### src/rtl/core/rnpi_pkg.sv
`timescale 1ns / 1ps
// ----------------------------------------------------------------------------
// rnpi_pkg: shared types and constants for the nearest palette index core
// Color and control types and the RGB565 channel expansion functions
// used by the palette ring, the distance unit and the top level.
// ----------------------------------------------------------------------------
package rnpi_pkg;

    // Request kinds on the input channel
    localparam logic REQ_PIXEL = 1'b0;
    localparam logic REQ_WRITE = 1'b1;

    // One 8:8:8 color, also the layout of a palette entry
    typedef struct packed {
        logic [7:0] r;
        logic [7:0] g;
        logic [7:0] b;
    } color_t;

    // Control that travels with each palette entry into the distance unit
    typedef struct packed {
        logic valid;
        logic first;
        logic last;
    } feed_t;

    // Reset palette: entry i = (7i, 13i, 17i) mod 256
    localparam int RST_MUL_R = 7;
    localparam int RST_MUL_G = 13;
    localparam int RST_MUL_B = 17;

    // 5-bit expansion: v*255/31 = 8v + floor(7v/31)
    localparam logic [7:0]  RB_FRAC_MUL = 8'd7;
    // floor(y/31) = (y*265) >> 13 for y <= 217
    localparam logic [15:0] RECIP_31    = 16'd265;
    localparam int          RECIP_SHIFT = 13;

    // 6-bit expansion: v*255/63 = 4v + floor(v/21)
    localparam logic [5:0]  G_STEP = 6'd21;

    localparam int DIST_W = 18;

    function automatic logic [7:0] expand5(input logic [4:0] v);
        logic [7:0]  y;
        logic [15:0] p;
        begin
            y = 8'({3'b000, v} * RB_FRAC_MUL);
            p = {8'h00, y} * RECIP_31;
            return {v, 3'b000} + 8'(p >> RECIP_SHIFT);
        end
    endfunction

    function automatic logic [7:0] expand6(input logic [5:0] v);
        logic [1:0] q;
        begin
            if (v >= 6'(3 * G_STEP))
                q = 2'd3;
            else if (v >= 6'(2 * G_STEP))
                q = 2'd2;
            else if (v >= G_STEP)
                q = 2'd1;
            else
                q = 2'd0;
            return {v, 2'b00} + {6'b000000, q};
        end
    endfunction

endpackage

### src/rtl/core/rnpi_cell.sv
`timescale 1ns / 1ps
// ----------------------------------------------------------------------------
// rnpi_cell: one palette entry in the rotating ring
// Holds a 24-bit entry, takes a direct write or shifts in its neighbor's
// entry while the ring rotates during a search.
// ----------------------------------------------------------------------------
module rnpi_cell #(
    parameter int CELL_INDEX = 0
) (
    input  logic              clk,
    input  logic              rst_n,
    input  logic              shift,
    input  logic              wr_en,
    input  rnpi_pkg::color_t  wr_data,
    input  rnpi_pkg::color_t  nb_in,
    output rnpi_pkg::color_t  entry
);

    localparam logic [7:0] RST_R = 8'((CELL_INDEX * rnpi_pkg::RST_MUL_R) % 256);
    localparam logic [7:0] RST_G = 8'((CELL_INDEX * rnpi_pkg::RST_MUL_G) % 256);
    localparam logic [7:0] RST_B = 8'((CELL_INDEX * rnpi_pkg::RST_MUL_B) % 256);

    rnpi_pkg::color_t entry_reg;
    rnpi_pkg::color_t entry_next;

    // write has priority; writes only land while the ring is at rest
    always_comb
    begin
        entry_next = entry_reg;
        if (wr_en)
            entry_next = wr_data;
        else if (shift)
            entry_next = nb_in;
    end

    always_ff @(posedge clk or negedge rst_n)
    begin
        if (!rst_n)
        begin
            entry_reg.r <= RST_R;
            entry_reg.g <= RST_G;
            entry_reg.b <= RST_B;
        end
        else
        begin
            entry_reg <= entry_next;
        end
    end

    assign entry = entry_reg;

endmodule

### config.mk
export PLATFORM = sky130hd
export DESIGN_NAME = rnpi_cell
export DESIGN_NICKNAME = d
export VERILOG_FILES = /design/src/rtl/core/rnpi_pkg.sv /design/src/rtl/core/rnpi_cell.sv
export SDC_FILE = /design/constraint.sdc
export NUM_CORES = 1
export LEC_CHECK = 0
export BUFFER_PORTS_ARGS = -buffer_cell sky130_fd_sc_hd__buf_2
export CAP_MARGIN = 20
export CORE_ASPECT_RATIO = 0.75
export CORE_MARGIN = 3
export CORE_UTILIZATION = 30
export CTS_BUF_LIST = sky130_fd_sc_hd__clkbuf_8
export CTS_CLUSTER_DIAMETER = 30
export DETAILED_ROUTE_END_ITERATION = 6
export PLACE_DENSITY = 0.6
export SETUP_SLACK_MARGIN = 0.3
export SLEW_MARGIN = 10
export SYNTH_ARGS = -nofsm -noshare
export SYNTH_HDL_FRONTEND = slang
export SYNTH_SLANG_ARGS = --single-unit
### constraint.sdc
create_clock -name clk -period 1.1 [get_ports clk]
set_input_delay 0.165 -clock clk [delete_from_list [all_inputs] [get_ports clk]]
set_output_delay 0.165 -clock clk [all_outputs]
set_load 0.005 [all_outputs]
==> impl_metrics.json <==
{
  "status": "complete, but fails checks",
  "violations": "negative hold slack",
  "grt_max_degree": 27,
  "portBuffers": 75,
  "nNetsFinal": 240,
  "netlist-cell-type-count": 10,
  "final_common_cell": "buf_2",
  "syn_area_um2": 1127,
  "hpwl_um": 2031,
  "clock_sinks": 24,
  "mostFrequentLayoutCells": "buf_2, mux2i_1, nand2_1, dfrtp_1, o21ai_1",
  "drive_gt1_frac": 0.4839,
  "largest_reg_flops": 24,
  "p_sw_w": 0.0004821,
  "total_power_w": 0.001933,
  "sw_frac_of_total": 0.2494,
  "clock_latency_ps": 260,
  "ys.warnings.count": 0,
  "n_antenna_cell": 0,
  "vias": 1022,
  "setup_viol": 0,
  "crit_buf_inv": 1,
  "gr-total-overflow": 0,
  "worstHoldPathType": "in -> async",
  "cpPeakStageDelay_ps": 390,
  "wl_um": 2676,
  "end_kind": "output port",
  "cts_buffers": 3,
  "critPathTopFamily": "flip-flops",
  "setup_slack_ps": 155.9,
  "initial_core_util": 0.3272,
  "start_kind": "flop",
  "first_pass_iters": 3,
  "ant_nets": 0,
  "rows": 18,
  "power.share.clock": 0.258,
  "viasPerCell": 4.331,
  "p_seq_frac": 0.520,
  "final_hold_viol_count": 24,
  "antenna_found_initial": 0,
  "crit_chain": "buf_2",
  "grt_first_pass_wirelength_um": 4491,
  "crit_required_ps": 940,
  "pin_count": 76,
  "dieArea_um2": 4537,
  "timing.setup.tns_ps": 0,
  "seq_area_frac_synth": 0.5327,
  "die_h_um": 59.09,
  "final_util": 0.4760,
  "rsz0062_at_grt": "yes",
  "track_usage": 0.1223,
  "synth_top_area_cell": "dfrtp_1",
  "clk_path_buf_depth": 2,
  "cp_slowest_cell": "dfrtp_1",
  "synth_nets": 156,
  "critical_path_arrival_ps": 780,
  "critPathKind": "reg -> out",
  "slew_viol_final": 0,
  "die_x_um": 76.79,
  "place_ws_ps": 178.7,
  "pwr_density_cell_nw_per_um2": 1179,
  "cts_tree": "built",
  "slew_headroom": 0.6331,
  "avgRoutedWirePerCell_um": 11.34,
  "syn_to_final_growth_pct": 45.50,
  "fillerInstances": 336,
  "synth_area_leaders": "dfrtp_1, mux2i_1, o21ai_1",
  "timing.max_cap.violations": 0,
  "intPower_w": 0.001451,
  "tightestPinTransition_ps": 550.4,
  "syn_area_per_cell_um2": 10.84,
  "route.detailed.drc": 0,
  "clk_pin_slew_ps": 80,
  "syn_inst": 104,
  "grt_pass1_vias": 1004,
  "core_area_um2": 3446,
  "period_minus_slack_ps": 944.1,
  "gp_congestion": 0.6887,
  "skew_ps": 0,
  "htreeDepth": 1,
  "synth_seq_cells": 24,
  "hold_ws_ps": -112.6,
  "peakVddDrop_uv": 633.4,
  "yosysTopAreaCellShare": 0.5327,
  "fin_crit_sh": 0.8583,
  "cts-root-buf": "clkbuf_8",
  "leakage_nw": 0.9036,
  "maxClockFrequency_mhz": 1059,
  "worstPathMaxFanout": 2,
  "pwr-share-comb": 0.222,
  "drt_iter0_markers": 12
}
stage by stage:
step	instances	cell area (um^2)
finish	236	1640
global route	236	1640
CTS	229	1580
detailed placement	224	1524
global placement	224	1524
floorplan	104	1127
synth_stat cells, drive strengths merged:
library cell	instances
o21ai	24
dfrtp	24
buf	6
clkbuf	2
mux2i	24
nand2	24
layout make-up:
class / count / area [um^2] / share of cell area
clock buffers: 3 / 41.29 / 0.02517
multi-input cells: 72 / 450.4 / 0.2746
well taps: 50 / 62.56 / 0.03814
flip-flops and latches: 24 / 600.6 / 0.3661
repair buffers: 87 / 485.5 / 0.2960
final timing paths:
path / start / end / slack, ps / cells after the start
min in group clk: wr_data[19] / entry[19] / 110 / 3
hold reg to reg: entry[17] / entry[17] / 550 / 2
max in group asynchronous: rst_n / entry[17] / 850 / 1
setup / recovery: entry[21] / entry[21] / 160 / 1
hold / removal: rst_n / entry[5] / -110 / 1
setup reg to reg: entry[21] / entry[21] / 260 / 3
cells by family (layout without fill, tap and decap cells):
family	count (synthesis)	after routing	share of synthesized area
and+or+nand+nor	24	24	0.07991
DFF	24	24	0.5327
buffers and inverters	8	90	0.06771
muxes	24	24	0.2131
AOI/OAI and AO/OA	24	24	0.1066
per-layer routing:
layer	vias to the layer above	GRT usage	part of all wire
li1	518	-	-
met5	-	0	0
met1	459	0.1579	0.46
met4	0	0.02326	0.0056
met3	2	0.05471	0.098
met2	43	0.1923	0.44
power groups by stage:
stage               sequential (W)  combinational (W)  clock [W]
floorplan                  0.00103           0.000176          0
global placement           0.00102           0.000378          0
detailed placement         0.00102           0.000390          0
CTS                        0.00100           0.000398   0.000532
global route               0.00102           0.000485   0.000568
finish                     0.00101           0.000429   0.000499
what timing repair did:
item,CTS,global route
endpoints found under the hold margin,24,24
setup endpoints to repair,24,26
setup buffers,2,7
pin swaps,0,2
resized for setup,0,3
(Power assumes the default switching activity.)
