$ cat src/rtl/core/rnpi_pkg.sv
`timescale 1ns / 1ps
// ----------------------------------------------------------------------------
// rnpi_pkg: shared types and constants for the nearest palette index core
// Color and control types and the RGB565 channel expansion functions
// used by the palette ring, the distance unit and the top level.
// ----------------------------------------------------------------------------
package rnpi_pkg;

    // Request kinds on the input channel
    localparam logic REQ_PIXEL = 1'b0;
    localparam logic REQ_WRITE = 1'b1;

    // One 8:8:8 color, also the layout of a palette entry
    typedef struct packed {
        logic [7:0] r;
        logic [7:0] g;
        logic [7:0] b;
    } color_t;

    // Control that travels with each palette entry into the distance unit
    typedef struct packed {
        logic valid;
        logic first;
        logic last;
    } feed_t;

    // Reset palette: entry i = (7i, 13i, 17i) mod 256
    localparam int RST_MUL_R = 7;
    localparam int RST_MUL_G = 13;
    localparam int RST_MUL_B = 17;

    // 5-bit expansion: v*255/31 = 8v + floor(7v/31)
    localparam logic [7:0]  RB_FRAC_MUL = 8'd7;
    // floor(y/31) = (y*265) >> 13 for y <= 217
    localparam logic [15:0] RECIP_31    = 16'd265;
    localparam int          RECIP_SHIFT = 13;

    // 6-bit expansion: v*255/63 = 4v + floor(v/21)
    localparam logic [5:0]  G_STEP = 6'd21;

    localparam int DIST_W = 18;

    function automatic logic [7:0] expand5(input logic [4:0] v);
        logic [7:0]  y;
        logic [15:0] p;
        begin
            y = 8'({3'b000, v} * RB_FRAC_MUL);
            p = {8'h00, y} * RECIP_31;
            return {v, 3'b000} + 8'(p >> RECIP_SHIFT);
        end
    endfunction

    function automatic logic [7:0] expand6(input logic [5:0] v);
        logic [1:0] q;
        begin
            if (v >= 6'(3 * G_STEP))
                q = 2'd3;
            else if (v >= 6'(2 * G_STEP))
                q = 2'd2;
            else if (v >= G_STEP)
                q = 2'd1;
            else
                q = 2'd0;
            return {v, 2'b00} + {6'b000000, q};
        end
    endfunction

endpackage

$ cat src/rtl/core/rnpi_dist.sv
`timescale 1ns / 1ps
// ----------------------------------------------------------------------------
// rnpi_dist: squared distance and running minimum
// Two stages: per-channel squared differences, then sum and strict
// less-than compare against the best so far. Lowest index wins a tie.
// ----------------------------------------------------------------------------
module rnpi_dist #(
    parameter int IDX_W = 8
) (
    input  logic              clk,
    input  logic              rst_n,
    input  rnpi_pkg::feed_t   feed,
    input  logic [IDX_W-1:0]  feed_idx,
    input  rnpi_pkg::color_t  entry,
    input  rnpi_pkg::color_t  color,
    output logic              done,
    output logic [IDX_W-1:0]  best_index
);

    // stage 1 registers
    rnpi_pkg::feed_t   s1_ctrl_reg;
    rnpi_pkg::feed_t   s1_ctrl_next;
    logic [IDX_W-1:0]  s1_idx_reg;
    logic [15:0]       s1_sq_r_reg;
    logic [15:0]       s1_sq_g_reg;
    logic [15:0]       s1_sq_b_reg;
    logic [15:0]       s1_sq_r_next;
    logic [15:0]       s1_sq_g_next;
    logic [15:0]       s1_sq_b_next;

    // stage 2 registers
    logic [rnpi_pkg::DIST_W-1:0] best_dist_reg;
    logic [rnpi_pkg::DIST_W-1:0] best_dist_next;
    logic [IDX_W-1:0]            best_idx_reg;
    logic [IDX_W-1:0]            best_idx_next;
    logic                        done_reg;
    logic                        done_next;

    logic [7:0]                  dr;
    logic [7:0]                  dg;
    logic [7:0]                  db;
    logic [rnpi_pkg::DIST_W-1:0] dist_sum;
    logic                        take;

    // stage 1: absolute differences and squares
    always_comb
    begin
        dr = (color.r >= entry.r) ? (color.r - entry.r) : (entry.r - color.r);
        dg = (color.g >= entry.g) ? (color.g - entry.g) : (entry.g - color.g);
        db = (color.b >= entry.b) ? (color.b - entry.b) : (entry.b - color.b);
        s1_sq_r_next = {8'h00, dr} * {8'h00, dr};
        s1_sq_g_next = {8'h00, dg} * {8'h00, dg};
        s1_sq_b_next = {8'h00, db} * {8'h00, db};
        s1_ctrl_next = feed;
    end

    always_ff @(posedge clk or negedge rst_n)
    begin
        if (!rst_n)
            s1_ctrl_reg <= '0;
        else
            s1_ctrl_reg <= s1_ctrl_next;
    end

    always_ff @(posedge clk)
    begin
        s1_idx_reg  <= feed_idx;
        s1_sq_r_reg <= s1_sq_r_next;
        s1_sq_g_reg <= s1_sq_g_next;
        s1_sq_b_reg <= s1_sq_b_next;
    end

    // stage 2: sum, compare, keep the best
    always_comb
    begin
        dist_sum = rnpi_pkg::DIST_W'(s1_sq_r_reg) + rnpi_pkg::DIST_W'(s1_sq_g_reg)
                 + rnpi_pkg::DIST_W'(s1_sq_b_reg);
        take = s1_ctrl_reg.valid && (s1_ctrl_reg.first || (dist_sum < best_dist_reg));
        best_dist_next = take ? dist_sum : best_dist_reg;
        best_idx_next  = take ? s1_idx_reg : best_idx_reg;
        done_next      = s1_ctrl_reg.valid && s1_ctrl_reg.last;
    end

    always_ff @(posedge clk or negedge rst_n)
    begin
        if (!rst_n)
            done_reg <= 1'b0;
        else
            done_reg <= done_next;
    end

    always_ff @(posedge clk)
    begin
        best_dist_reg <= best_dist_next;
        best_idx_reg  <= best_idx_next;
    end

    assign done       = done_reg;
    assign best_index = best_idx_reg;

endmodule

$ cat config.mk
export PLATFORM = sky130hd
export DESIGN_NAME = rnpi_dist
export DESIGN_NICKNAME = d
export VERILOG_FILES = /design/src/rtl/core/rnpi_pkg.sv /design/src/rtl/core/rnpi_dist.sv
export SDC_FILE = /design/constraint.sdc
export NUM_CORES = 1
export LEC_CHECK = 0
export ABC_AREA = 0
export BUFFER_PORTS_ARGS = -buffer_cell sky130_fd_sc_hd__buf_2
export CORE_MARGIN = 1
export CORE_UTILIZATION = 60
export CTS_BUF_LIST = sky130_fd_sc_hd__clkbuf_8
export DETAILED_ROUTE_END_ITERATION = 8
export GPL_ROUTABILITY_DRIVEN = 0
export MAX_ROUTING_LAYER = met4
export PLACE_DENSITY = 0.85
export SYNTH_ARGS = -nofsm -noshare
export SYNTH_HDL_FRONTEND = slang
export SYNTH_SLANG_ARGS = --single-unit
$ cat constraint.sdc
create_clock -name clk -period 7 [get_ports clk]
set_clock_uncertainty 0.1 [all_clocks]
set_input_delay 1.05 -clock clk [delete_from_list [all_inputs] [get_ports clk]]
set_output_delay 1.05 -clock clk [all_outputs]
set_load 0.02 [all_outputs]
==> results of run 1 <==
-- cell type report --
class                      count  area [µm²]
sequential                    83        1942
tap                          220       275.3
multi-input combinational    784        7543
timing repair buffer         128       800.8
fill                        1192        5077
clock buffer                  10       137.6
inverter                     239       897.1
clock inverter                 6       86.33
-- repair_timing --
item | in CTS | in global routing
hold buffers | 0 | 0
endpoints found under the hold margin | 0 | 0
setup endpoints to repair | 0 | 10
resized for setup | 0 | 13
buffers inserted | 0 | 6
-- cells in the final DEF, fill, tap and decap left out, types with 12 or more instances in the layout --
cell	instances
inv_1	234
ha_1	166
fa_1	97
nor2_1	96
buf_2	69
a21oi_1	60
buf_4	58
dfxtp_1	53
xnor2_1	51
nand2_1	31
a21o_1	28
o21ai_0	28
edfxtp_1	26
nor3_1	15
mux2i_1	12
-- per-stage QoR --
step                      hold slack [ns]  setup slack (ns)  instances  setup TNS, ns  util (%)
final                              0.3089            0.1294       1470              0     69.71
after global routing               0.3232           -0.1251       1470        -0.2494     69.71
after CTS                          0.3118           0.01887       1464              0     68.99
after detailed placement           0.2971           -0.2256       1448        -0.8922     67.65
after global placement             0.2860          0.005191       1448              0     67.65
after floorplan                    0.2855            0.2971       1118              0         -
-- worst paths after layout --
kind                                   startpoint  slack, ns  depth (start not counted)                          end
setup / recovery                         color[8]       0.13                         26      s1_sq_g_reg[14]$_DFF_P_
hold / removal              s1_idx_reg[1]$_DFF_P_       0.31                          0      best_index[1]$_DFFE_PP_
setup reg to reg           s1_sq_g_reg[3]$_DFF_P_       2.28                         16  best_dist_reg[15]$_DFFE_PP_
hold reg to reg             s1_idx_reg[1]$_DFF_P_       0.31                          0      best_index[1]$_DFFE_PP_
max in group asynchronous                   rst_n       6.30                          1               done$_DFF_PN0_
min in group asynchronous                   rst_n       0.38                          1     s1_ctrl_reg[0]$_DFF_PN0_
-- kinds of logic (layout without fill, tap and decap cells) --
group | count (synthesis) | in the layout | share of synthesized area [%]
compound gates | 190 | 190 | 12.62
xor+xnor | 74 | 74 | 7.141
fa+ha+maj | 263 | 263 | 38.68
buf+inv | 251 | 383 | 9.369
flops | 83 | 83 | 18.69
mux | 18 | 18 | 2.011
other cells | 2 | 3 | 0.07228
simple gates | 236 | 236 | 11.42
-- layer usage --
metal,vias up,wire (µm),global-route usage (%)
met5,-,0,-
met4,0,416,6.439
met3,36,705,3.234
met2,174,9980,43.03
met1,3725,8879,29.48
li1,3914,-,-
-- worst max-delay path: stages --
cell      delay [ns]
buf_2           0.11
inv_1           0.05
ha_1            0.16
inv_1           0.06
fa_1            0.40
a21o_1          0.20
a211oi_2        0.27
buf_4           0.16
o221ai_2        0.19
mux2i_2         0.23
xor2_2          0.24
or2_1           0.27
buf_4           0.14
fa_1            0.50
inv_1           0.05
fa_1            0.47
inv_1           0.06
fa_1            0.51
fa_1            0.54
inv_1           0.04
ha_1            0.32
or2_2           0.29
a21oi_1         0.20
or2_2           0.15
o21ai_0         0.13
xor2_1          0.20
==> impl_metrics.tcl, run 1 <==
set metrics [dict create \
    status "finished, final reports clean" \
    die_area_mm2 0.01785 \
    rows 47 \
    clkTransAtPathRegs_ns 0.08 \
    synth.ff_latch_count 83 \
    drtPass1Iterations 5 \
    grt_max_degree 21 \
    synth_top_cell_by_area "ha_1" \
    fp.dieH_um 133.6 \
    syn_inst 1117 \
    num_io_pins 70 \
    dpl_cell_area_mm2 0.01134 \
    largest_reg_flops 18 \
    insertion_delay_ns 0.35 \
    remaining_drc_errors 0 \
    worst_pin_slew_ns 0.5866 \
    synth_cell_types 74 \
    grt_first_pass_wirelength_um 34780 \
    clock_sinks 83 \
    synthFlopType "dfxtp_1" \
    cts_max_level 3 \
    wl_per_cell_um 13.59 \
    synth_common_cells "inv_1 (234), ha_1 (166), nor2_1 (98)" \
    die_x_um 133.6 \
    groute.usage.overall_pct 24.48 \
    critPathArrivalTime_ns 6.99 \
    grt_antenna_before_repair 0 \
    rsz0062_at_grt "yes" \
    dpl.hpwl_um 16680 \
    vias 7849 \
    synth_warnings 0 \
    overflow 0 \
    slew_violations 0 \
    cap_violations 0 \
    clock-root-buffer "clkbuf_8" \
    synth.top_cell.area_share_pct 19.99 \
    period_minus_slack_ns 6.871 \
    worstSetupPathType "input port to flip-flop" \
    setup_viol 0 \
    final_antenna_net_count 0 \
    cts.path.max_buffers 2 \
    max-slew-margin-rel_pct 59.78 \
    fmax_mhz 145.5 \
    synth_area_mm2 0.01039 \
    async_reset_ff_share_pct 4.819 \
    first_global_vias 7967 \
    n_antenna_cell 0 \
    final-hold-violation-count 0 \
    synth_edf_count 26 \
    drt_iter0_drc 361 \
    numCtsBuffers 9 \
    worst-path-max-fanout 5 \
    tritoncts "built" \
    coreArea_mm2 0.01676 \
    vias_per_cell 5.339 \
    yosys-top-cells-area "ha_1 (20%), fa_1 (19%), dfxtp_1 (10%)" \
    endpoint_kind "flip-flop" \
    syn_to_final_growth_pct 12.44 \
    routed_wl_um 19980 \
    hold_class "flip-flop to flip-flop" \
    synth_seq_area_share_pct 18.69 \
    fin_crit_sh_pct 98.15 \
    start_util_pct 61.99 \
    cp-start-kind "input port" \
    postLayoutCellArea_mm2 0.01168 \
    postSynthAreaPerCell_um2 9.302 \
    drive_gt1_share_pct 16.40 \
    nets 1569 \
    worstPathRequired_ns 7.12 \
    yosysMostFrequentCell "inv_1" \
    portBuffers 69 \
]
Power of run 1 is not shown: default switching activity piles up to over one toggle a cycle in this logic, so the estimate is an artifact.
==> run 2: changes to the inputs <==
--- a/config.mk
+++ b/config.mk
@@ -7,13 +7,15 @@
 export LEC_CHECK = 0
 export ABC_AREA = 0
 export BUFFER_PORTS_ARGS = -buffer_cell sky130_fd_sc_hd__buf_2
+export CELL_PAD_IN_SITES_DETAIL_PLACEMENT = 2
+export CELL_PAD_IN_SITES_GLOBAL_PLACEMENT = 2
 export CORE_MARGIN = 1
-export CORE_UTILIZATION = 60
+export CORE_UTILIZATION = 44
 export CTS_BUF_LIST = sky130_fd_sc_hd__clkbuf_8
 export DETAILED_ROUTE_END_ITERATION = 8
 export GPL_ROUTABILITY_DRIVEN = 0
 export MAX_ROUTING_LAYER = met4
-export PLACE_DENSITY = 0.85
+export PLACE_DENSITY = 0.95
 export SYNTH_ARGS = -nofsm -noshare
 export SYNTH_HDL_FRONTEND = slang
 export SYNTH_SLANG_ARGS = --single-unit
==> impl_metrics.tcl, run 2 <==
set metrics [dict create \
    overflow 181 \
    cts_max_level 3 \
    synth_edf_count 26 \
    portBuffers 69 \
    groute.usage.overall_pct 74.15 \
    grt_max_degree 18 \
    yosys-top-cells-area "ha_1 (20%), fa_1 (19%), dfxtp_1 (10%)" \
    ctsHoldBuffers 0 \
    syn_inst 1117 \
    synth_seq_area_share_pct 18.69 \
    die_x_um 155.7 \
    status "aborted with a tool error" \
    yosysMostFrequentCell "inv_1" \
    synth_warnings 0 \
    postSynthAreaPerCell_um2 9.302 \
    numCtsBuffers 9 \
    num_io_pins 70 \
    synth_top_cell_by_area "ha_1" \
    crit_endpoint "s1_sq_r_reg[12]$_DFF_P_/D" \
    dpl.hpwl_um 33850 \
    async_reset_ff_share_pct 4.819 \
    fp.dieH_um 155.7 \
    worstEpCategory "register data pin" \
    synthFlopType "dfxtp_1" \
    clock_sinks 83 \
    synth_cell_types 74 \
    clock-root-buffer "clkbuf_8" \
    placedCellCount 1577 \
    synth.ff_latch_count 83 \
    rows 55 \
    synth_common_cells "inv_1 (234), ha_1 (166), nor2_1 (98)" \
    synth.top_cell.area_share_pct 19.99 \
    firstError "[ERROR GRT-0232] Routing congestion too high. Check the congestion heatmap in the GUI." \
    synth_area_mm2 0.01039 \
    cts.path.max_buffers 2 \
    start_util_pct 45.34 \
    haltStage "global routing (5_1_grt)" \
]
[run 2: cell counts after synthesis]
Identical to the previous run, type by type.
[run 2: routing by layer]
layer	global-route usage [%]	overflow
met2	95.02	124
met4	83.85	57
met3	48.97	0
met5	-	-
met1	69.24	0
[run 2: stage by stage]
stage	TNS (ns)	util (%)	instance area, µm²	setup slack (ns)	hold WS, ns
floorplan	0	-	10390	0.2971	0.2855
global placement	-0.1696	51.22	11740	-0.08556	0.2858
detailed placement	-6.827	51.22	11740	-0.5779	0.3025
CTS	-0.007941	54.46	12480	-0.007941	0.3192
[run 2: what timing repair did]
item / 4_1_cts
gates resized for setup: 86
cloned: 0
pin swaps: 41
buffers inserted: 18
endpoints found under the setup margin: 19
[run 2: kinds of logic after synthesis]
family | count (synthesis) | share of synthesized area, %
compound gates | 190 | 12.62
other cells | 2 | 0.07228
mux | 18 | 2.011
simple gates | 236 | 11.42
fa+ha+maj | 263 | 38.68
flops | 83 | 18.69
buf+inv | 251 | 9.369
xor+xnor | 74 | 7.141
==> run 3: changes to the inputs <==
==> config.mk (replaced) <==
export PLATFORM = sky130hd
export DESIGN_NAME = rnpi_dist
export DESIGN_NICKNAME = d
export VERILOG_FILES = /design/src/rtl/core/rnpi_pkg.sv /design/src/rtl/core/rnpi_dist.sv
export SDC_FILE = /design/constraint.sdc
export NUM_CORES = 1
export LEC_CHECK = 0
export ABC_AREA = 0
export BUFFER_PORTS_ARGS = -buffer_cell sky130_fd_sc_hd__buf_2
export CORE_MARGIN = 1
export CORE_UTILIZATION = 40
export DETAILED_ROUTE_END_ITERATION = 8
export GPL_ROUTABILITY_DRIVEN = 0
export PLACE_DENSITY_LB_ADDON = 0.15
export SYNTH_ARGS = -nofsm -noshare
export SYNTH_HDL_FRONTEND = slang
export SYNTH_SLANG_ARGS = --single-unit
==> impl_metrics.tcl, run 3 (synthesized netlist as in run 1, its figures left out) <==
set metrics [dict create \
    cts.path.max_buffers 2 \
    n_antenna_cell 0 \
    worstSetupPathType "input port to flip-flop" \
    die_area_mm2 0.02662 \
    r2r_setup_slack_ns 2.53 \
    num_io_pins 70 \
    remaining_drc_errors 0 \
    clkTransAtPathRegs_ns 0.06 \
    grt_antenna_before_repair 0 \
    drive_gt1_share_pct 17.52 \
    reg2reg_depth 15 \
    mostFrequentLayoutCells "inv_1 (234), ha_1 (166), fa_1 (97), nor2_1 (96), buf_4 (81)" \
    critPathArrivalTime_ns 6.88 \
    setup_tns_ns 0 \
    timing.rr.end "best_dist_reg[11]$_DFFE_PP_" \
    regArea_mm2 0.001942 \
    fin_crit_sh_pct 96.13 \
    slew_violations 0 \
    cp_num_buf_inv 8 \
    fillCellCount 2481 \
    tritoncts "built" \
    overflow 0 \
    coreArea_mm2 0.02533 \
    cap_violations 0 \
    hp-start "s1_idx_reg[7]$_DFF_P_" \
    rows 58 \
    portBuffers 69 \
    drtPass1Iterations 5 \
    numCtsBuffers 9 \
    cts_max_level 3 \
    wl_per_cell_um 12.03 \
    clock-root-buffer "clkbuf_16" \
    ctsHoldBuffers 0 \
    dpl.hpwl_um 17130 \
    first_global_vias 7739 \
    period_minus_slack_ns 6.729 \
    reg2reg_from "s1_sq_r_reg[9]$_DFF_P_" \
    start_util_pct 41.02 \
    final-hold-violation-count 0 \
    vias 7575 \
    insertion_delay_ns 0.33 \
    placedCellCount 1586 \
    vias_per_cell 4.726 \
    status "finished, final reports clean" \
    mostFrequentLayoutCell "inv_1" \
    worst-path-max-fanout 6 \
    cp-start-kind "input port" \
    max_stage_delay_ns 0.57 \
    final_antenna_net_count 0 \
    worstPathRequired_ns 7.15 \
    fp.dieH_um 163.2 \
    grt_first_pass_wirelength_um 34580 \
    syn_to_final_growth_pct 15.61 \
    worst_pin_slew_ns 0.4871 \
    hold_class "flip-flop to flip-flop" \
    crit_family "adder cells" \
    fmax_mhz 148.6 \
    holdPathStages 0 \
    grt_max_degree 22 \
    stdcell_count 1603 \
    drt_iter0_drc 284 \
    slowest_stage "or4_4" \
    endpoint_kind "flip-flop" \
    die_x_um 163.2 \
    nets 1592 \
    routed_wl_um 19290 \
    largest_reg_flops 18 \
    groute.usage.overall_pct 15.74 \
    setup_viol 0 \
    max-slew-margin-rel_pct 66.68 \
    clock_sinks 83 \
    holdPathEnd "best_index[7]$_DFFE_PP_" \
    cp.depth 25 \
    multi_input_area_mm2 0.007523 \
]
-- run 3: how the worst max path moves through the flow --
| stage | end | start |
|---|---|---|
| finish | s1_sq_g_reg[13]$_DFF_P_ | color[8] |
| global route | s1_sq_g_reg[13]$_DFF_P_ | color[8] |
| CTS | s1_sq_g_reg[14]$_DFF_P_ | color[8] |
| detailed placement | s1_sq_g_reg[14]$_DFF_P_ | color[8] |
| global placement | s1_sq_g_reg[14]$_DFF_P_ | color[8] |
| floorplan | s1_sq_g_reg[13]$_DFF_P_ | color[8] |
-- run 3: through the flow --
stage | utilization (%) | hold slack, ns | instance area (µm²) | setup slack, ns
after floorplan | - | 0.2855 | 10390 | 0.2971
after global placement | 46.19 | 0.2858 | 11700 | -0.1185
after detailed placement | 46.19 | 0.2903 | 11700 | -0.1722
after CTS | 47.23 | 0.3058 | 11960 | 0.1486
after global routing | 47.43 | 0.3079 | 12010 | -0.0005151
final | 47.43 | 0.3046 | 12010 | 0.2708
-- run 3: cell type report --
cell class / instances / area share, %
Clock buffer: 11 / 1.938
Tap cell: 330 / 3.438
Clock inverter: 5 / 0.2500
Inverter: 239 / 7.469
Sequential cell: 83 / 16.17
Multi-Input combinational cell: 784 / 62.64
Timing Repair Buffer: 151 / 8.104
-- run 3: layer usage --
layer | up-vias | global-route usage [%] | share of wire [%] | wire [µm]
li1 | 3960 | - | - | -
met1 | 3528 | 22.62 | 52 | 10020
met2 | 81 | 25.77 | 45 | 8718
met3 | 6 | 1.752 | 2.5 | 481
met4 | 0 | 2.294 | 0.35 | 68
met5 | - | 0 | 0 | 0
-- run 3: repair_timing --
action,in CTS,in global routing
setup endpoints to repair,0,6
resized for setup,0,10
setup buffers,0,1
Power of run 3 is left out for the same reason.
